<file path="config.mk">
export PLATFORM = sky130hd
export DESIGN_NAME = least_connections_selector_top
export DESIGN_NICKNAME = d
export VERILOG_FILES = /design/src/sv/lcs_pkg.sv /design/src/sv/lcs_cell.sv /design/src/sv/least_connections_selector_top.sv
export SDC_FILE = /design/constraint.sdc
export NUM_CORES = 2
export LEC_CHECK = 0
export BUFFER_PORTS_ARGS = -buffer_cell sky130_fd_sc_hd__buf_2
export CAP_MARGIN = 15
export CORE_UTILIZATION = 51
export CTS_BUF_LIST = sky130_fd_sc_hd__clkbuf_8
export DETAILED_ROUTE_END_ITERATION = 16
export PLACE_DENSITY = 0.77
export REMOVE_ABC_BUFFERS = 1
export SLEW_MARGIN = 20
export SYNTH_ARGS = -nofsm -noshare
export SYNTH_HDL_FRONTEND = slang
export SYNTH_SLANG_ARGS = --single-unit
export TNS_END_PERCENT = 20
</file>
<file path="constraint.sdc">
create_clock -name clk -period 5 [get_ports clk]
set_input_delay 0.5 -clock clk [delete_from_list [all_inputs] [get_ports clk]]
set_output_delay 0.5 -clock clk [all_outputs]
set_load 0.005 [all_outputs]
</file>
<file path="src/sv/lcs_pkg.sv">
// lcs_pkg: shared types and constants for the least-connections selector
// item structs, update command, controller states, register reset value
// no dependencies
package lcs_pkg;

  // configuration register
  localparam int CFG_W = 5;
  localparam logic [CFG_W-1:0] HOST_COUNT_RESET = 5'd1;

  // action codes
  localparam logic ACT_SELECT  = 1'b0;
  localparam logic ACT_RELEASE = 1'b1;

  // input item
  typedef struct packed {
    logic       action;
    logic [3:0] release_index;
  } in_item_t;

  // result item
  typedef struct packed {
    logic [3:0] chosen_index;
    logic       error;
  } out_item_t;

  // counter update command broadcast to all cells
  typedef struct packed {
    logic inc;
    logic dec;
  } upd_t;

  // controller states
  typedef enum logic [1:0] {
    ST_IDLE,
    ST_REL,
    ST_SEL_INJ,
    ST_SEL_WAIT
  } state_t;

endpackage

</file>
<file path="src/sv/lcs_cell.sv">
// lcs_cell: one host's open-connection counter plus one stage of the
// minimum-search chain; the search token moves one cell per cycle
// depends on lcs_pkg
module lcs_cell #(
  parameter int IDX  = 0,
  parameter int CW   = 16,
  parameter int IDXW = 4,
  parameter int HW   = 5
) (
  input  logic             clk,
  input  logic             rst_n,
  input  logic [HW-1:0]    n_i,
  input  lcs_pkg::upd_t    upd_i,
  input  logic [IDXW-1:0]  upd_idx_i,
  input  logic             c_valid_i,
  input  logic             c_have_i,
  input  logic [CW-1:0]    c_cnt_i,
  input  logic [IDXW-1:0]  c_idx_i,
  output logic             c_valid_o,
  output logic             c_have_o,
  output logic [CW-1:0]    c_cnt_o,
  output logic [IDXW-1:0]  c_idx_o,
  output logic             is_zero_o
);
  import lcs_pkg::*;

  logic [CW-1:0]   count_r, count_nxt;
  logic            valid_r, have_r;
  logic [CW-1:0]   best_cnt_r, best_cnt_nxt;
  logic [IDXW-1:0] best_idx_r, best_idx_nxt;
  logic            in_use, hit, take;

  assign in_use = (HW'(IDX) < n_i);
  assign hit    = (upd_idx_i == IDXW'(IDX));

  // saturating counter update
  always_comb begin
    count_nxt = count_r;
    if (hit && upd_i.inc && (count_r != '1)) begin
      count_nxt = count_r + CW'(1);
    end else if (hit && upd_i.dec && (count_r != '0)) begin
      count_nxt = count_r - CW'(1);
    end
  end

  // keep the running minimum; strict compare keeps the lower index on ties
  assign take = in_use && (!c_have_i || (count_r < c_cnt_i));

  always_comb begin
    best_cnt_nxt = c_cnt_i;
    best_idx_nxt = c_idx_i;
    if (take) begin
      best_cnt_nxt = count_r;
      best_idx_nxt = IDXW'(IDX);
    end
  end

  always_ff @(posedge clk) begin
    if (!rst_n) begin
      count_r <= '0;
      valid_r <= 1'b0;
      have_r  <= 1'b0;
    end else begin
      count_r <= count_nxt;
      valid_r <= c_valid_i;
      have_r  <= c_have_i | in_use;
    end
  end

  // search payload
  always_ff @(posedge clk) begin
    best_cnt_r <= best_cnt_nxt;
    best_idx_r <= best_idx_nxt;
  end

  assign c_valid_o = valid_r;
  assign c_have_o  = have_r;
  assign c_cnt_o   = best_cnt_r;
  assign c_idx_o   = best_idx_r;
  assign is_zero_o = (count_r == '0);

endmodule

</file>
<file path="src/sv/least_connections_selector_top.sv">
// Least-connections selector: a release is busy in ST_REL; its result is then registered onto out_strobe.
// A select is busy in ST_SEL_INJ and ST_SEL_WAIT until its result leaves the last cell:
// a search token walks the row of counter cells one cell per cycle.
// A new item can be accepted in the cycle its predecessor's result is on the outputs.
// Synchronous active-low reset clears all counters and sets host_count to 1.
// Results are shown for one cycle on out_strobe; the receiver cannot stall.
module least_connections_selector_top #(
  parameter int MAX_HOSTS   = 16,
  parameter int COUNT_WIDTH = 16
) (
  input  logic                              clk,
  input  logic                              rst_n,
  input  logic                              start,
  output logic                              busy,
  input  lcs_pkg::in_item_t                 in_item,
  output logic                              out_strobe,
  output lcs_pkg::out_item_t                out_item,
  input  logic                              cfg_we,
  input  logic [lcs_pkg::CFG_W-1:0]         cfg_wdata
);
  import lcs_pkg::*;

  localparam int IDXW = $clog2(MAX_HOSTS);
  localparam int HW   = $clog2(MAX_HOSTS + 1);
  localparam int NW   = (HW > CFG_W) ? HW : CFG_W;
  localparam int CMPW = (HW > 4) ? HW : 4;

  logic [CFG_W-1:0] host_count_r;
  logic [NW-1:0]    host_ext;
  logic [HW-1:0]    n_use;

  state_t    state_r, state_nxt;
  in_item_t  cmd_r;
  logic      accept;
  logic      out_strobe_r, out_strobe_nxt;
  out_item_t out_r, out_nxt;

  logic            inject;
  upd_t            upd;
  logic [IDXW-1:0] upd_idx;
  logic            rel_err;

  // search chain between cells
  logic [MAX_HOSTS:0]                c_valid;
  logic [MAX_HOSTS:0]                c_have;
  logic [MAX_HOSTS:0][COUNT_WIDTH-1:0] c_cnt;
  logic [MAX_HOSTS:0][IDXW-1:0]      c_idx;
  logic [MAX_HOSTS-1:0]              zero_v;

  // configuration register
  always_ff @(posedge clk) begin
    if (!rst_n) begin
      host_count_r <= HOST_COUNT_RESET;
    end else if (cfg_we) begin
      host_count_r <= cfg_wdata;
    end
  end

  // hosts in use, clamped to 1..MAX_HOSTS
  always_comb begin
    host_ext = NW'(host_count_r);
    if (host_ext == '0) begin
      n_use = HW'(1);
    end else if (host_ext > NW'(MAX_HOSTS)) begin
      n_use = HW'(MAX_HOSTS);
    end else begin
      n_use = HW'(host_ext);
    end
  end

  // head of the chain
  assign c_valid[0] = inject;
  assign c_have[0]  = 1'b0;
  assign c_cnt[0]   = '0;
  assign c_idx[0]   = '0;

  for (genvar g = 0; g < MAX_HOSTS; g++) begin : g_cell
    lcs_cell #(
      .IDX  (g),
      .CW   (COUNT_WIDTH),
      .IDXW (IDXW),
      .HW   (HW)
    ) u_cell (
      .clk       (clk),
      .rst_n     (rst_n),
      .n_i       (n_use),
      .upd_i     (upd),
      .upd_idx_i (upd_idx),
      .c_valid_i (c_valid[g]),
      .c_have_i  (c_have[g]),
      .c_cnt_i   (c_cnt[g]),
      .c_idx_i   (c_idx[g]),
      .c_valid_o (c_valid[g+1]),
      .c_have_o  (c_have[g+1]),
      .c_cnt_o   (c_cnt[g+1]),
      .c_idx_o   (c_idx[g+1]),
      .is_zero_o (zero_v[g])
    );
  end

  assign accept = start && !busy;

  // release check: bad index or empty counter
  always_comb begin
    priority if (CMPW'(cmd_r.release_index) >= CMPW'(n_use)) begin
      rel_err = 1'b1;
    end else begin
      rel_err = zero_v[IDXW'(cmd_r.release_index)];
    end
  end

  // controller: next state and outputs
  always_comb begin
    state_nxt      = state_r;
    busy           = 1'b1;
    inject         = 1'b0;
    upd            = '0;
    upd_idx        = '0;
    out_strobe_nxt = 1'b0;
    out_nxt        = out_r;
    unique case (state_r)
      ST_IDLE: begin
        busy = 1'b0;
        if (start) begin
          state_nxt = (in_item.action == ACT_RELEASE) ? ST_REL : ST_SEL_INJ;
        end
      end
      ST_REL: begin
        upd.dec              = !rel_err;
        upd_idx              = IDXW'(cmd_r.release_index);
        out_strobe_nxt       = 1'b1;
        out_nxt.chosen_index = '0;
        out_nxt.error        = rel_err;
        state_nxt            = ST_IDLE;
      end
      ST_SEL_INJ: begin
        inject    = 1'b1;
        state_nxt = ST_SEL_WAIT;
      end
      ST_SEL_WAIT: begin
        if (c_valid[MAX_HOSTS]) begin
          upd.inc              = 1'b1;
          upd_idx              = c_idx[MAX_HOSTS];
          out_strobe_nxt       = 1'b1;
          out_nxt.chosen_index = 4'(c_idx[MAX_HOSTS]);
          out_nxt.error        = 1'b0;
          state_nxt            = ST_IDLE;
        end
      end
      default: begin
        state_nxt = ST_IDLE;
      end
    endcase
  end

  // state and strobe registers
  always_ff @(posedge clk) begin
    if (!rst_n) begin
      state_r      <= ST_IDLE;
      out_strobe_r <= 1'b0;
    end else begin
      state_r      <= state_nxt;
      out_strobe_r <= out_strobe_nxt;
    end
  end

  // command and result payload
  always_ff @(posedge clk) begin
    if (accept) begin
      cmd_r <= in_item;
    end
    out_r <= out_nxt;
  end

  assign out_strobe = out_strobe_r;
  assign out_item   = out_r;

  // an accepted item always makes the block busy next cycle
  a_accept_busy: assert property (@(posedge clk) disable iff (!rst_n)
    accept |=> busy)
    else $error("accepted item did not raise busy");

  // only one search token travels the chain
  a_one_token: assert property (@(posedge clk) disable iff (!rst_n)
    $onehot0(c_valid[MAX_HOSTS:1]))
    else $error("more than one search token in the chain");

  // the token leaves the chain only while the controller waits for it
  a_token_wait: assert property (@(posedge clk) disable iff (!rst_n)
    c_valid[MAX_HOSTS] |-> (state_r == ST_SEL_WAIT))
    else $error("search result arrived outside the wait state");

  // an error result comes only from a release
  a_err_release: assert property (@(posedge clk) disable iff (!rst_n)
    (out_strobe && out_item.error) |-> $past(state_r == ST_REL))
    else $error("error flag on a select result");

endmodule

</file>
==> results_dict.tcl <==
set metrics [dict create \
    status "complete, no violations" \
    root_buffer "clkbuf_8" \
    tightest_slew_ns 1.10 \
    synth-seq-area-share 0.326 \
    clockBufferDepth 3 \
    synth-compound-area-share 0.125 \
    critPathMaxStageDelay_ns 0.60 \
    grt_pass1_wl_um 141000 \
    coreArea_mm2 0.0706 \
    reg2reg_depth 18 \
    fp.dieH_um 270 \
    cp.required_ns 5.57 \
    grt_max_degree 124 \
    die_w_um 270 \
    synth-xor-area-share 0.0499 \
    synth_top_area_cell "dfxtp_1" \
    top_layer "met5" \
    synth-edff-count 9 \
    avgSynthCellArea_um2 8.97 \
    period_share 0.924 \
    postLayoutCoreUtil 0.566 \
    wire_per_inst_um 16.6 \
    crit_family "simple AND/OR/NAND/NOR gates" \
    netlist.area_leader.share 0.319 \
    portBuffers 20 \
    slew_viol_final 0 \
    start_util 0.519 \
    tritoncts "done" \
    post_cts_buffers 0 \
    r2r-start "state_r[1]" \
    whs_endpoint "host_count_r[3]" \
    synthMuxAreaShare 0.120 \
    numCtsBuffers 97 \
    fin_tns_setup_ns 0 \
    worstSetupStartpointType "flop" \
    fmax_mhz 216 \
    holdPathStages 3 \
    io_pins 21 \
    dpl-instance-area_mm2 0.0378 \
    worstPathMaxFanout 14 \
    die_area_mm2 0.0730 \
    r2r_end "g_cell[12].u_cell.count_r[14]" \
    wl_met3_um 4720 \
    cts.clk_slew.worst_paths_ns 0.06 \
    arrival_ns 5.19 \
    synth_ff_type "dfxtp_1" \
    worst-path-stages 18 \
    period_needed_ns 4.62 \
    fin_nets 4633 \
    synth.most_common_cell "dfxtp_1" \
    synth-simple-area-share 0.161 \
    h-tree-depth 3 \
    path_cells "nand3_1 -> o21ai_1 -> nand2_1 -> and2_1 -> nand2_1 -> or3_1 -> buf_4 -> inv_1 -> fa_1 -> nor2b_1 -> o31ai_1 -> a2111oi_0 -> nor3_1 -> o31ai_1 -> a21oi_1 -> xnor2_1 -> mux2i_1 -> nor2_1" \
    cap_violations 0 \
    ys_async_sr_fraction 0 \
    drc 0 \
    first_iter_violations 1679 \
    vias_per_cell 5.69 \
    syn-cell-area_mm2 0.0367 \
    globalplace.congestion 0.910 \
    stdcell_count 5151 \
    peakVddDrop_mv 0.224 \
    syn2layout_area_growth_pct 9.02 \
    p_leak_nw 16.7 \
    ys_types 75 \
    grt_pass1_vias 28100 \
    min_path_type "input port to flop" \
    netlist_top_cells_area "dfxtp_1 32%, ha_1 16%, mux2i_1 5.5%, mux2_2 4.8%, nor2_1 4.2%" \
    synthTopCellsByCount "584 x dfxtp_1, 468 x ha_1, 415 x nor2_1" \
    antenna_found_initial 3 \
    cp_num_buf_inv 2 \
    endpoint_kind "flop" \
    synth_fa_ha_area_frac 0.168 \
    rsz0062_at_grt "no" \
    yosysWarnings 0 \
    wirelength_um 85700 \
    drt-met1-wl_um 39500 \
    grt_usage 0.232 \
    rrSetupSlack_ns 0.38 \
    slew_headroom 0.267 \
    hp-start "cfg_wdata[3]" \
    setup-violations-final 0 \
    insertion_delay_ns 0.71 \
    drive_gt1_frac 0.103 \
    timing_hold_violations_final 0 \
    netlist_instances 4086 \
    slowest_stage "a2111oi_0" \
    clock-sinks 593 \
    power_density_mw_per_mm2 265 \
    synth-seq-cells 593 \
    dp_hpwl_um 63600 \
    crit_type "flop to flop" \
    vias 29300 \
    cts_resized 0 \
    grt_overflow 0 \
    met2_length_um 39200 \
    hold_buffers 5 \
    dp_cells 4971 \
    synth_top_family_by_area "adder cells" \
    fill_cells 6158 \
    fin_worst_skew_ns 0.0326 \
    timing.hold.ws_ns 0.0837 \
    design_area_mm2 0.0400 \
    firstDrtPassIters 6 \
    ant_nets 0 \
    rows 97 \
]
[worst max-delay path by stage]
stage                           from                             to  slack (ns)
final                     state_r[1]  g_cell[12].u_cell.count_r[14]        0.38
after detailed placement  state_r[1]  g_cell[12].u_cell.count_r[14]        0.40
after CTS                 state_r[1]  g_cell[12].u_cell.count_r[14]        0.37
after global placement    state_r[1]  g_cell[15].u_cell.count_r[15]        0.58
after global routing      state_r[1]  g_cell[12].u_cell.count_r[14]        0.03
after floorplan                rst_n    g_cell[0].u_cell.count_r[1]       -0.18
[registers in the layout, indices dropped and copies added, names as in the netlist]
| signal | count |
|---|---|
| g_cell.u_cell.count_r | 256 |
| g_cell.u_cell.c_cnt_o | 240 |
| g_cell.u_cell.c_idx_o | 49 |
| g_cell.u_cell.c_valid_o | 16 |
| g_cell.u_cell.c_have_o | 15 |
| host_count_r | 5 |
| out_item | 5 |
| cmd_r | 4 |
| state_r | 2 |
| out_strobe | 1 |
[layer usage]
layer | vias to the layer above | global-route usage
li1 | 14700 | -
met1 | 13800 | 0.308
met2 | 673 | 0.382
met3 | 167 | 0.0393
met4 | 2 | 0.0752
met5 | - | 0
[worst register-to-register path: stages, from the launching register on]
cell,delay [ns]
dfxtp_1,0.55
nand3_1,0.12
o21ai_1,0.13
nand2_1,0.11
and2_1,0.26
nand2_1,0.33
or3_1,0.37
buf_4,0.24
inv_1,0.09
fa_1,0.40
nor2b_1,0.18
o31ai_1,0.14
a2111oi_0,0.60
nor3_1,0.17
o31ai_1,0.32
a21oi_1,0.13
xnor2_1,0.13
mux2i_1,0.14
nor2_1,0.06
[cell families (layout without fill, tap and decap cells)]
group           Yosys count  count (layout)
mux                     410             410
simple gates           1211            1211
flops                   593             593
other cells               0               3
buf+inv                 462             584
xor+xnor                209             209
fa+ha+maj               484             484
compound gates          717             717
[where the power goes]
group          total (mW)  internal (mW)  switching, mW
registers            5.03           4.93         0.0940
logic               0.967          0.425          0.542
clock network        4.61           2.58           2.03
total                10.6           7.93           2.67
[layout by cell type, fill, tap and decap left out, drive strengths merged, types with 11 or more instances in the layout]
| cell | count |
|---|---|
| nor2 | 415 |
| nand2 | 189 |
| buf | 66 |
| nand2b | 51 |
| nor3 | 69 |
| clkinv | 18 |
| fa | 16 |
| a31oi | 11 |
| mux2 | 206 |
| o211ai | 19 |
| nand4 | 106 |
| o21ai | 151 |
| a21o | 86 |
| or3 | 27 |
| o41ai | 22 |
| dfxtp | 584 |
| inv | 363 |
| ha | 468 |
| nor2b | 50 |
| nor4 | 85 |
| a21oi | 228 |
| mux2i | 202 |
| o2111ai | 19 |
| clkbuf | 122 |
| and3 | 24 |
| o21bai | 11 |
| o21a | 42 |
| xor2 | 54 |
| nand3 | 115 |
| and2 | 36 |
| a211oi | 39 |
| or2 | 25 |
| o31a | 14 |
| a31o | 11 |
| xnor2 | 155 |
[stage by stage]
step           setup slack [ns]  power (mW)
4_1_cts                   0.370        10.7
3_5_place_dp              0.402        6.08
6_report                  0.378        10.6
5_1_grt                  0.0326        11.0
2_1_floorplan            -0.176        5.79
3_3_place_gp              0.579        6.06
[area by class of cell]
type / count / area, um^2 / area share
Multi-Input combinational cell: 3031 / 22900 / 0.573
Tap cell: 940 / 1180 / 0.0294
Antenna cell: 3 / 7.51 / 0.000188
Clock inverter: 50 / 450 / 0.0113
Timing Repair Buffer: 71 / 508 / 0.0127
Inverter: 341 / 1290 / 0.0322
Sequential cell: 593 / 12000 / 0.299
Clock buffer: 122 / 1680 / 0.0420
Power figures use the tool's default switching activity.
